`config.mk`:
```
export PLATFORM = sky130hd
export DESIGN_NAME = lru_page_buffer_tracker
export DESIGN_NICKNAME = d
export VERILOG_FILES = /design/src/design/lpbt_pkg.sv /design/src/design/lpbt_tag_mem.sv /design/src/design/lpbt_rank_array.sv /design/src/design/lru_page_buffer_tracker.sv
export SDC_FILE = /design/constraint.sdc
export NUM_CORES = 1
export LEC_CHECK = 0
export ABC_AREA = 1
export BUFFER_PORTS_ARGS = -buffer_cell sky130_fd_sc_hd__buf_2
export CAP_MARGIN = 20
export CORE_MARGIN = 4
export CORE_UTILIZATION = 30
export CTS_BUF_LIST = sky130_fd_sc_hd__clkbuf_16
export DETAILED_ROUTE_END_ITERATION = 7
export GPL_ROUTABILITY_DRIVEN = 0
export PLACE_DENSITY = 0.44
export RECOVER_POWER = 50
export REMOVE_ABC_BUFFERS = 1
export SLEW_MARGIN = 0
export SYNTH_ARGS = -nofsm -noshare
export SYNTH_HDL_FRONTEND = slang
export SYNTH_SLANG_ARGS = --single-unit
```
`constraint.sdc`:
```
create_clock -name clk_i -period 5 [get_ports clk_i]
set_clock_uncertainty 0.15 [all_clocks]
set_input_delay 0.25 -clock clk_i [delete_from_list [all_inputs] [get_ports clk_i]]
set_output_delay 0.25 -clock clk_i [all_outputs]
set_load 0.02 [all_outputs]
```
`src/design/lpbt_pkg.sv`:
```
// ============================================================================
// lpbt_pkg - shared types for the LRU page buffer tracker
// Request kinds, page tag layout, result layout and rank update commands.
// ============================================================================
`default_nettype none

package lpbt_pkg;

  localparam int FileW  = 8;
  localparam int PageW  = 24;
  localparam int FrameW = 4;

  typedef enum logic [2:0] {
    KIND_GET         = 3'd0,
    KIND_MARK_DIRTY  = 3'd1,
    KIND_DISCARD     = 3'd2,
    KIND_FLUSH_PAGE  = 3'd3,
    KIND_FLUSH_FILE  = 3'd4
  } kind_e;

  typedef enum logic [1:0] {
    RK_HOLD    = 2'd0,
    RK_PROMOTE = 2'd1,
    RK_INSERT  = 2'd2,
    RK_REMOVE  = 2'd3
  } rank_op_e;

  typedef struct packed {
    logic [FileW-1:0] file_id;
    logic [PageW-1:0] page_number;
  } tag_t;

  typedef struct packed {
    logic              hit;
    logic [FrameW-1:0] frame;
    logic              load_needed;
    logic              writeback;
    logic [FileW-1:0]  wb_file_id;
    logic [PageW-1:0]  wb_page_number;
    logic              status;
    logic              last;
  } res_t;

endpackage

`default_nettype wire

```
`src/design/lpbt_tag_mem.sv`:
```
// ============================================================================
// lpbt_tag_mem - frame tag memory
// One write port and one read port with registered read data.
// ============================================================================
`default_nettype none

module lpbt_tag_mem
  import lpbt_pkg::*;
#(
  parameter int NUM_FRAMES = 16,
  localparam int IdxW = $clog2(NUM_FRAMES)
) (
  input  wire logic            clk_i,
  input  wire logic            we_i,
  input  wire logic [IdxW-1:0] waddr_i,
  input  wire tag_t            wdata_i,
  input  wire logic            re_i,
  input  wire logic [IdxW-1:0] raddr_i,
  output tag_t                 rdata_o
);

  tag_t mem_q [NUM_FRAMES];
  tag_t rdata_q;

  always_ff @(posedge clk_i) begin
    if (we_i) begin
      mem_q[waddr_i] <= wdata_i;
    end
    if (re_i) begin
      rdata_q <= mem_q[raddr_i];
    end
  end

  assign rdata_o = rdata_q;

endmodule

`default_nettype wire

```
`src/design/lpbt_rank_array.sv`:
```
// ============================================================================
// lpbt_rank_array - recency ranks of all frames
// Each frame keeps its rank; one command per cycle promotes, inserts or
// removes a frame and shifts the ranks of other valid frames as needed.
// ============================================================================
`default_nettype none

module lpbt_rank_array
  import lpbt_pkg::*;
#(
  parameter int NUM_FRAMES = 16,
  localparam int IdxW = $clog2(NUM_FRAMES)
) (
  input  wire logic                  clk_i,
  input  wire logic                  rst_ni,
  input  wire logic [NUM_FRAMES-1:0] valid_i,
  input  wire rank_op_e              op_i,
  input  wire logic [IdxW-1:0]       idx_i,
  input  wire logic [IdxW-1:0]       ref_i,
  output logic      [IdxW-1:0]       rank_o [NUM_FRAMES]
);

  logic [IdxW-1:0] rank_q [NUM_FRAMES];
  logic [IdxW-1:0] rank_d [NUM_FRAMES];

  always_comb begin
    logic is_tgt;
    for (int i = 0; i < NUM_FRAMES; i++) begin
      is_tgt    = (IdxW'(i) == idx_i);
      rank_d[i] = rank_q[i];
      case (op_i)
        RK_PROMOTE: begin
          if (is_tgt) begin
            rank_d[i] = '0;
          end else if (valid_i[i] && (rank_q[i] < ref_i)) begin
            rank_d[i] = rank_q[i] + IdxW'(1);
          end
        end
        RK_INSERT: begin
          if (is_tgt) begin
            rank_d[i] = '0;
          end else if (valid_i[i]) begin
            rank_d[i] = rank_q[i] + IdxW'(1);
          end
        end
        RK_REMOVE: begin
          if (is_tgt) begin
            rank_d[i] = '0;
          end else if (valid_i[i] && (rank_q[i] > ref_i)) begin
            rank_d[i] = rank_q[i] - IdxW'(1);
          end
        end
        default: begin
          rank_d[i] = rank_q[i];
        end
      endcase
    end
  end

  always_ff @(posedge clk_i or negedge rst_ni) begin
    if (!rst_ni) begin
      for (int i = 0; i < NUM_FRAMES; i++) begin
        rank_q[i] <= '0;
      end
    end else begin
      for (int i = 0; i < NUM_FRAMES; i++) begin
        rank_q[i] <= rank_d[i];
      end
    end
  end

  assign rank_o = rank_q;

endmodule

`default_nettype wire

```
`src/design/lru_page_buffer_tracker.sv`:
```
// ============================================================================
// lru_page_buffer_tracker - LRU buffer pool bookkeeping with dirty bits
// Sequencer, scan compare unit and result register of the tracker.
// ============================================================================
// Usage: the host sends one request (kind, file_id, page_number) on the input
// channel; in_stall_o is high while a request is being worked on, so only one
// request is in flight. A get, mark_dirty, discard, flush_page or flush_file
// scans all NUM_FRAMES frames through one shared tag compare unit, one frame
// per cycle unless the scan is held, reading the tag memory one frame ahead
// of the compare. A final step then loads the final result: S_EXEC, which
// also updates the frame state, or S_FLUSH_END for a flush_file. A request
// of an unused kind skips the scan and goes straight to S_EXEC.
// A flush_file gives one result per dirty frame of the file, in frame order,
// with last set only on the final one. Each result is held back until the
// next one is found, so that last can be known; if no frame matches, a
// single empty result with last is given.
// When the receiver stalls, the result register holds its result; the final
// result waits in the sequencer, and the scan waits only when a flush_file
// has a further result to hand over.
// After reset all frames are empty and clean; the tag memory needs no
// clearing pass, since tags are only compared for valid frames.
// ============================================================================
`default_nettype none

module lru_page_buffer_tracker
  import lpbt_pkg::*;
#(
  parameter int NUM_FRAMES = 16
) (
  input  wire logic              clk_i,
  input  wire logic              rst_ni,
  // Request channel
  input  wire logic              in_valid_i,
  output logic                   in_stall_o,
  input  wire logic [2:0]        kind_i,
  input  wire logic [FileW-1:0]  file_id_i,
  input  wire logic [PageW-1:0]  page_number_i,
  // Result channel
  output logic                   out_valid_o,
  input  wire logic              out_stall_i,
  output logic                   hit_o,
  output logic [FrameW-1:0]      frame_o,
  output logic                   load_needed_o,
  output logic                   writeback_o,
  output logic [FileW-1:0]       wb_file_id_o,
  output logic [PageW-1:0]       wb_page_number_o,
  output logic                   status_o,
  output logic                   last_o
);

  localparam int IdxW = $clog2(NUM_FRAMES);
  localparam int CntW = $clog2(NUM_FRAMES + 1);
  localparam logic [CntW-1:0] ScanEnd    = CntW'(NUM_FRAMES);
  localparam logic [IdxW-1:0] OldestRank = IdxW'(NUM_FRAMES - 1);

  typedef enum logic [3:0] {
    S_IDLE      = 4'b0001,
    S_SCAN      = 4'b0010,
    S_EXEC      = 4'b0100,
    S_FLUSH_END = 4'b1000
  } state_e;

  // The frame field carries the low bits of the frame index.
  function automatic logic [FrameW-1:0] frame_of(input logic [IdxW-1:0] idx);
    logic [IdxW+FrameW-1:0] ext;
    ext = {{FrameW{1'b0}}, idx};
    return ext[FrameW-1:0];
  endfunction

  state_e state_q, state_d;

  // Request being worked on.
  kind_e            kind_q;
  logic [FileW-1:0] fid_q;
  logic [PageW-1:0] pno_q;

  // Per-frame status bits.
  logic [NUM_FRAMES-1:0] valid_q, valid_d;
  logic [NUM_FRAMES-1:0] dirty_q, dirty_d;

  // Scan pipeline: read address stage and compare stage.
  logic [CntW-1:0] rd_idx_q;
  logic            cmp_vld_q;
  logic [IdxW-1:0] cmp_idx_q;
  tag_t            tag_rd;

  // What the scan found.
  logic            match_q;
  logic [IdxW-1:0] match_idx_q;
  logic [IdxW-1:0] match_rank_q;
  logic            free_q;
  logic [IdxW-1:0] free_idx_q;
  logic [IdxW-1:0] vic_idx_q;
  tag_t            vic_tag_q;

  // Flush_file result held back until the next one or the end of the scan.
  logic             pend_q;
  logic [IdxW-1:0]  pend_idx_q;
  logic [PageW-1:0] pend_page_q;

  // Result register.
  logic out_vld_q;
  res_t out_q;
  res_t out_nx;
  logic out_ld;
  logic out_free;

  // Rank array command.
  logic [IdxW-1:0] rank [NUM_FRAMES];
  rank_op_e        rk_op;
  logic [IdxW-1:0] rk_idx;
  logic [IdxW-1:0] rk_ref;

  // Tag memory ports.
  logic            mem_we;
  logic            mem_re;
  logic [IdxW-1:0] ins_idx;
  tag_t            mem_wdata;

  // Compare unit.
  logic [IdxW-1:0] cmp_rank;
  logic            cmp_valid;
  logic            file_eq;
  logic            tag_hit;
  logic            ff_hit;
  logic            scan_hold;
  logic            scan_adv;

  assign out_free   = !out_vld_q || !out_stall_i;
  assign in_stall_o = (state_q != S_IDLE);

  assign cmp_rank  = rank[cmp_idx_q];
  assign cmp_valid = cmp_vld_q && valid_q[cmp_idx_q];
  assign file_eq   = (tag_rd.file_id == fid_q);
  assign tag_hit   = cmp_valid && file_eq && (tag_rd.page_number == pno_q);
  assign ff_hit    = cmp_valid && (kind_q == KIND_FLUSH_FILE) && dirty_q[cmp_idx_q] && file_eq;

  // A flush_file hit can only move on once the held result has been handed over.
  assign scan_hold = ff_hit && pend_q && !out_free;
  assign scan_adv  = (state_q == S_SCAN) && !scan_hold;
  assign mem_re    = scan_adv && (rd_idx_q != ScanEnd);

  // A miss takes the lowest free frame, or else the least recently used one.
  assign ins_idx   = free_q ? free_idx_q : vic_idx_q;
  assign mem_wdata = '{file_id: fid_q, page_number: pno_q};

  lpbt_tag_mem #(
    .NUM_FRAMES(NUM_FRAMES)
  ) u_tag_mem (
    .clk_i   (clk_i),
    .we_i    (mem_we),
    .waddr_i (ins_idx),
    .wdata_i (mem_wdata),
    .re_i    (mem_re),
    .raddr_i (rd_idx_q[IdxW-1:0]),
    .rdata_o (tag_rd)
  );

  lpbt_rank_array #(
    .NUM_FRAMES(NUM_FRAMES)
  ) u_rank_array (
    .clk_i   (clk_i),
    .rst_ni  (rst_ni),
    .valid_i (valid_q),
    .op_i    (rk_op),
    .idx_i   (rk_idx),
    .ref_i   (rk_ref),
    .rank_o  (rank)
  );

  // Sequencer and result selection.
  always_comb begin
    state_d = state_q;
    valid_d = valid_q;
    dirty_d = dirty_q;
    out_ld  = 1'b0;
    out_nx  = '0;
    rk_op   = RK_HOLD;
    rk_idx  = match_idx_q;
    rk_ref  = match_rank_q;
    mem_we  = 1'b0;

    case (state_q)
      S_IDLE: begin
        if (in_valid_i) begin
          state_d = (kind_i <= KIND_FLUSH_FILE) ? S_SCAN : S_EXEC;
        end
      end

      S_SCAN: begin
        if (ff_hit && !scan_hold) begin
          dirty_d[cmp_idx_q] = 1'b0;
          if (pend_q) begin
            out_ld                = 1'b1;
            out_nx.hit            = 1'b1;
            out_nx.frame          = frame_of(pend_idx_q);
            out_nx.writeback      = 1'b1;
            out_nx.wb_file_id     = fid_q;
            out_nx.wb_page_number = pend_page_q;
          end
        end
        if ((rd_idx_q == ScanEnd) && !cmp_vld_q) begin
          state_d = (kind_q == KIND_FLUSH_FILE) ? S_FLUSH_END : S_EXEC;
        end
      end

      S_EXEC: begin
        if (out_free) begin
          out_ld      = 1'b1;
          out_nx.last = 1'b1;
          state_d     = S_IDLE;
          case (kind_q)
            KIND_GET: begin
              if (match_q) begin
                out_nx.hit   = 1'b1;
                out_nx.frame = frame_of(match_idx_q);
                rk_op        = RK_PROMOTE;
              end else begin
                out_nx.load_needed = 1'b1;
                out_nx.frame       = frame_of(ins_idx);
                rk_op              = RK_INSERT;
                rk_idx             = ins_idx;
                valid_d[ins_idx]   = 1'b1;
                dirty_d[ins_idx]   = 1'b0;
                mem_we             = 1'b1;
                // A full pool evicts its oldest frame, written back if dirty.
                if (!free_q && dirty_q[vic_idx_q]) begin
                  out_nx.writeback      = 1'b1;
                  out_nx.wb_file_id     = vic_tag_q.file_id;
                  out_nx.wb_page_number = vic_tag_q.page_number;
                end
              end
            end
            KIND_MARK_DIRTY: begin
              if (match_q) begin
                out_nx.hit           = 1'b1;
                out_nx.frame         = frame_of(match_idx_q);
                dirty_d[match_idx_q] = 1'b1;
              end else begin
                out_nx.status = 1'b1;
              end
            end
            KIND_DISCARD: begin
              if (match_q) begin
                out_nx.hit           = 1'b1;
                out_nx.frame         = frame_of(match_idx_q);
                valid_d[match_idx_q] = 1'b0;
                dirty_d[match_idx_q] = 1'b0;
                rk_op                = RK_REMOVE;
              end
            end
            KIND_FLUSH_PAGE: begin
              if (match_q) begin
                out_nx.hit   = 1'b1;
                out_nx.frame = frame_of(match_idx_q);
                if (dirty_q[match_idx_q]) begin
                  out_nx.writeback      = 1'b1;
                  out_nx.wb_file_id     = fid_q;
                  out_nx.wb_page_number = pno_q;
                  dirty_d[match_idx_q]  = 1'b0;
                end
              end
            end
            default: begin
              out_nx.last = 1'b1;
            end
          endcase
        end
      end

      S_FLUSH_END: begin
        if (out_free) begin
          out_ld      = 1'b1;
          out_nx.last = 1'b1;
          state_d     = S_IDLE;
          if (pend_q) begin
            out_nx.hit            = 1'b1;
            out_nx.frame          = frame_of(pend_idx_q);
            out_nx.writeback      = 1'b1;
            out_nx.wb_file_id     = fid_q;
            out_nx.wb_page_number = pend_page_q;
          end
        end
      end

      default: begin
        state_d = S_IDLE;
      end
    endcase
  end

  // Control state.
  always_ff @(posedge clk_i or negedge rst_ni) begin
    if (!rst_ni) begin
      state_q   <= S_IDLE;
      kind_q    <= KIND_GET;
      valid_q   <= '0;
      dirty_q   <= '0;
      rd_idx_q  <= '0;
      cmp_vld_q <= 1'b0;
      match_q   <= 1'b0;
      free_q    <= 1'b0;
      pend_q    <= 1'b0;
      out_vld_q <= 1'b0;
    end else begin
      state_q <= state_d;
      valid_q <= valid_d;
      dirty_q <= dirty_d;

      if ((state_q == S_IDLE) && in_valid_i) begin
        kind_q    <= kind_e'(kind_i);
        rd_idx_q  <= '0;
        cmp_vld_q <= 1'b0;
        match_q   <= 1'b0;
        free_q    <= 1'b0;
        pend_q    <= 1'b0;
      end

      if (scan_adv) begin
        if (rd_idx_q != ScanEnd) begin
          rd_idx_q  <= rd_idx_q + CntW'(1);
          cmp_vld_q <= 1'b1;
        end else begin
          cmp_vld_q <= 1'b0;
        end
        if (tag_hit) begin
          match_q <= 1'b1;
        end
        if (cmp_vld_q && !valid_q[cmp_idx_q]) begin
          free_q <= 1'b1;
        end
        if (ff_hit) begin
          pend_q <= 1'b1;
        end
      end

      if ((state_q == S_FLUSH_END) && out_free) begin
        pend_q <= 1'b0;
      end

      if (out_ld) begin
        out_vld_q <= 1'b1;
      end else if (!out_stall_i) begin
        out_vld_q <= 1'b0;
      end
    end
  end

  // Payload registers.
  always_ff @(posedge clk_i) begin
    if ((state_q == S_IDLE) && in_valid_i) begin
      fid_q <= file_id_i;
      pno_q <= page_number_i;
    end

    if (scan_adv) begin
      cmp_idx_q <= rd_idx_q[IdxW-1:0];
      if (tag_hit) begin
        match_idx_q  <= cmp_idx_q;
        match_rank_q <= cmp_rank;
      end
      // Keep only the lowest free frame.
      if (cmp_vld_q && !valid_q[cmp_idx_q] && !free_q) begin
        free_idx_q <= cmp_idx_q;
      end
      // Ranks of valid frames form a permutation, so the oldest holds the top rank.
      if (cmp_valid && (cmp_rank == OldestRank)) begin
        vic_idx_q <= cmp_idx_q;
        vic_tag_q <= tag_rd;
      end
      if (ff_hit) begin
        pend_idx_q  <= cmp_idx_q;
        pend_page_q <= tag_rd.page_number;
      end
    end

    if (out_ld) begin
      out_q <= out_nx;
    end
  end

  assign out_valid_o      = out_vld_q;
  assign hit_o            = out_q.hit;
  assign frame_o          = out_q.frame;
  assign load_needed_o    = out_q.load_needed;
  assign writeback_o      = out_q.writeback;
  assign wb_file_id_o     = out_q.wb_file_id;
  assign wb_page_number_o = out_q.wb_page_number;
  assign status_o         = out_q.status;
  assign last_o           = out_q.last;

`ifndef SYNTHESIS
  // No flush_file result is left behind once the block is idle.
  a_idle_no_pend: assert property (@(posedge clk_i) disable iff (!rst_ni)
    (state_q == S_IDLE) |-> !pend_q)
    else $error("held flush result left in idle");

  // Only resident frames can be dirty.
  a_dirty_valid: assert property (@(posedge clk_i) disable iff (!rst_ni)
    ((dirty_q & ~valid_q) == '0))
    else $error("dirty bit set on a free frame");

  // At most one frame is filled or freed per cycle.
  a_one_frame_change: assert property (@(posedge clk_i) disable iff (!rst_ni)
    ($countones(valid_q ^ $past(valid_q)) <= 1))
    else $error("more than one frame changed residency");

  // Results handed over during the scan are never the final one.
  a_scan_not_last: assert property (@(posedge clk_i) disable iff (!rst_ni)
    ((state_q == S_SCAN) && out_ld) |-> !out_nx.last)
    else $error("final result given during scan");

  // A held result is never overwritten.
  a_no_overwrite: assert property (@(posedge clk_i) disable iff (!rst_ni)
    (out_vld_q && out_stall_i) |-> !out_ld)
    else $error("result register overwritten while stalled");
`endif

endmodule

`default_nettype wire

```
==> impl_metrics.env <==
export IMPL_timing_fmax_ghz=0.238
export IMPL_finalHoldViolCount=0
export IMPL_synth_top_family_by_area="simple AND/OR/NAND/NOR gates"
export IMPL_leakage_nw=16.9
export IMPL_wl_per_cell_microns=22.8
export IMPL_synth_compound_area_share_pct=10.9
export IMPL_synthesis_area_sq_um=38400
export IMPL_netlist_cell_type_count=48
export IMPL_dp_cells=5422
export IMPL_holdBufCountCts=39
export IMPL_post_route_period_util_pct=84.1
export IMPL_synth_simple_area_share_pct=17.5
export IMPL_multiInputGateArea_sq_um=13100
export IMPL_fin_cells=5628
export IMPL_postSynthAreaPerCell_sq_um=10.2
export IMPL_yosysMostFrequentCell="nand2_1"
export IMPL_dp_hpwl_mm=78.7
export IMPL_synth_fa_ha_area_share_pct=3.19
export IMPL_dieArea_sq_um=134000
export IMPL_synthFlopType="edfxtp_1"
export IMPL_clk_pin_slew_worst_paths_ns=0.06
export IMPL_slew_headroom_pct=-97.3
export IMPL_cp_arrival_ns=4.41
export IMPL_drt_total_wl_mm=128
export IMPL_final_antenna_net_count=0
export IMPL_status="finished with violations"
export IMPL_first_global_vias=26800
export IMPL_cts_sinks=810
export IMPL_violations="max-capacitance violations, max-slew violations"
export IMPL_grt_pass1_wl_mm=187
export IMPL_crit_family="buffers and inverters"
export IMPL_cts_max_path_buffers=3
export IMPL_crit_chain="inv_1 > nand2_1 > nor2_2 > clkbuf_1 > nand2_4 > nor2_4 > clkinv_1 > buf_4 > nor2_1 > buf_4"
export IMPL_cts_buffers=90
export IMPL_hold_slack_ns=0.117
export IMPL_vias=28400
export IMPL_yosys_area_top_type="edfxtp_1"
export IMPL_timing_rr_start="state_q[3]"
export IMPL_tightest_slew_ns=2.96
export IMPL_drive_above_1_share_pct=7.47
export IMPL_start_kind="flip-flop"
export IMPL_power_density_nw_per_um2=461
export IMPL_cp_max_fo=20
export IMPL_post_cts_buffers=0
export IMPL_synth_top_area_share_pct=54.5
export IMPL_row_count=130
export IMPL_cpMaxStageDelayCell="clkbuf_1"
export IMPL_drt_iter0_markers=2196
export IMPL_hold_path_class="in2reg"
export IMPL_ir_drop_mv=0.330
export IMPL_syn_instance_count=3780
export IMPL_min_period_ns=4.21
export IMPL_postCtsResizedCells=0
export IMPL_syn2layout_area_growth_pct=15.0
export IMPL_antenna_found_initial=2
export IMPL_synth_common_cells="nand2_1, edfxtp_1, nor2_1"
export IMPL_cp_endpoint="u_tag_mem.mem_q[5][24]"
export IMPL_cts_tree="done"
export IMPL_start_util_pct=30.4
export IMPL_clock_root_buffer="clkbuf_16"
export IMPL_report_final_slew_viol_count=161
export IMPL_clk_latency_ns=0.69
export IMPL_ys_ff_latch=810
export IMPL_overflow=0
export IMPL_coreArea_sq_um=126000
export IMPL_rsz0062_at_grt="false"
export IMPL_setup_viol=0
export IMPL_reg2reg_depth=10
export IMPL_drcViolationCount=0
export IMPL_die_w_microns=366
export IMPL_die_h_microns=366
export IMPL_synth_seq_area_share_pct=61.9
export IMPL_synth_warnings=0
export IMPL_worst_path_buf_inv=5
export IMPL_end_kind="flip-flop"
export IMPL_worstSetupPathType="reg2reg"
export IMPL_seqCellArea_sq_um=23800
export IMPL_path_common_cell="buf_4"
export IMPL_cp_depth=10
export IMPL_grt_usage_pct=18.6
export IMPL_rrSetupSlack_ns=0.79
export IMPL_cts_max_level=3
export IMPL_diodes=0
export IMPL_synth_area_leaders="edfxtp_1, nand2_1, dfrtp_1"
export IMPL_synth_xor_area_share_pct=1.98
export IMPL_ios=82
export IMPL_finalNetCount=4041
export IMPL_via_per_inst=5.05
export IMPL_io_buffers=81
export IMPL_timing_rr_end="u_tag_mem.mem_q[5][24]"
export IMPL_drt_pre_antenna_iters=5
export IMPL_cp_startpoint="state_q[3]"
export IMPL_synth_edf_count=697
export IMPL_required_ns=5.20
export IMPL_maxCapViolCount=2
export IMPL_num_fill_cells=12700
export IMPL_postSynth_asyncResetShare_pct=14.0
export IMPL_cp_slowest_stage_delay_ns=1.00
export IMPL_synthMuxAreaShare_pct=0
export IMPL_grt_max_degree=132
cell usage in the layout, fill, tap and decap left out, types with 6 or more instances in the layout:
cell type        n
nand3_1        182
ha_1            98
nand3b_1        12
nor2_2           9
o31ai_1         11
buf_2           27
nand2_1        810
o21bai_1         9
nand2_2         15
xor2_1          47
nor2_4          29
clkbuf_16       93
inv_1          279
o211ai_1         9
clkinv_1        33
a21oi_2          6
nand4_1         83
o21ai_1         17
inv_2           11
nor3_1          31
buf_4           56
xnor2_1         40
a22oi_1          8
a21oi_1         98
buf_12           6
o21a_1           9
nor2_1         384
o21ai_0        395
a31oi_1         18
edfxtp_1       697
clkbuf_1        79
dfrtp_1        110
a21o_1           7
o22ai_1        161
clkinv_2         7
dlygate4sd3_1   39
flip-flops by register name, summed over array words and instances, names as in the netlist, 5 cells and up:
signal               flops
pno_q                   24
vic_tag_q               32
wb_page_number_o        24
u_tag_mem.rdata_o       32
fid_q                    8
pend_page_q             24
u_tag_mem.mem_q        512
dirty_q                 16
rd_idx_q                 5
valid_q                 16
u_rank_array.rank_o     64
wb_file_id_o             8
power breakdown:
| part | switching, mW | leakage [nW] | internal [mW] |
|---|---|---|---|
| Combinational | 3.59 | 7.75 | 1.52 |
| Sequential | 0.677 | 7.69 | 8.12 |
| Clock | 2.80 | 1.47 | 3.62 |
| Total | 7.07 | 16.9 | 13.3 |
routing by layer:
metal | track usage, % | up-vias | routed length, microns
li1 | - | 13500 | -
met1 | 25.8 | 14100 | 58500
met2 | 30.9 | 743 | 61200
met3 | 2.52 | 160 | 6030
met4 | 4.13 | 0 | 2660
met5 | 0 | - | 0
cells by family (layout without fill, tap and decap cells):
kind of cell,Yosys count,in the layout
buf+inv,449,647
compound gates,756,756
simple gates,1580,1580
flops,810,810
fa+ha+maj,98,98
xor+xnor,87,87
how the worst min path moves through the flow:
| stage | start | end | slack [ns] | cells past startpoint |
|---|---|---|---|---|
| after floorplan | rst_ni | cmp_vld_q | -0.20 | 0 |
| final | page_number_i[19] | pno_q[19] | 0.12 | 2 |
| after CTS | rst_ni | u_rank_array.rank_o[20] | 0.05 | 3 |
| after global routing | page_number_i[11] | pno_q[11] | 0.09 | 2 |
| after global placement | rst_ni | u_rank_array.rank_o[21] | -0.01 | 1 |
| after detailed placement | rst_ni | u_rank_array.rank_o[21] | -0.01 | 1 |
worst register-to-register path, cell delays in order, from the launching register on:
cell      delay, ns
dfrtp_1        0.39
inv_1          0.09
nand2_1        0.06
nor2_2         0.09
clkbuf_1       1.00
nand2_4        0.32
nor2_4         0.36
clkinv_1       0.14
buf_4          0.29
nor2_1         0.53
buf_4          0.43
final cells by class:
cell class              count  area share [%]
clock buffers              93            5.27
clock inverters            73            1.15
inverters                 271            2.33
multi-input cells        2521            29.6
flip-flops and latches    810            53.8
well taps                1650            4.68
repair buffers            210            3.17
per-stage QoR:
step                worst slack [ns]  utilization (%)  setup TNS, ns  instance area (sq um)  power, mW
floorplan                      -5.73                -        -387.64                  37700       12.0
global placement                1.15             32.5              0                  41100       14.1
detailed placement              1.14             32.5              0                  41100       14.1
CTS                             1.13             35.1              0                  44300       20.6
global route                   0.605             34.9              0                  44100       21.5
finish                         0.793             34.9              0                  44100       20.3
Note: power is estimated with default switching activity, not from simulation.
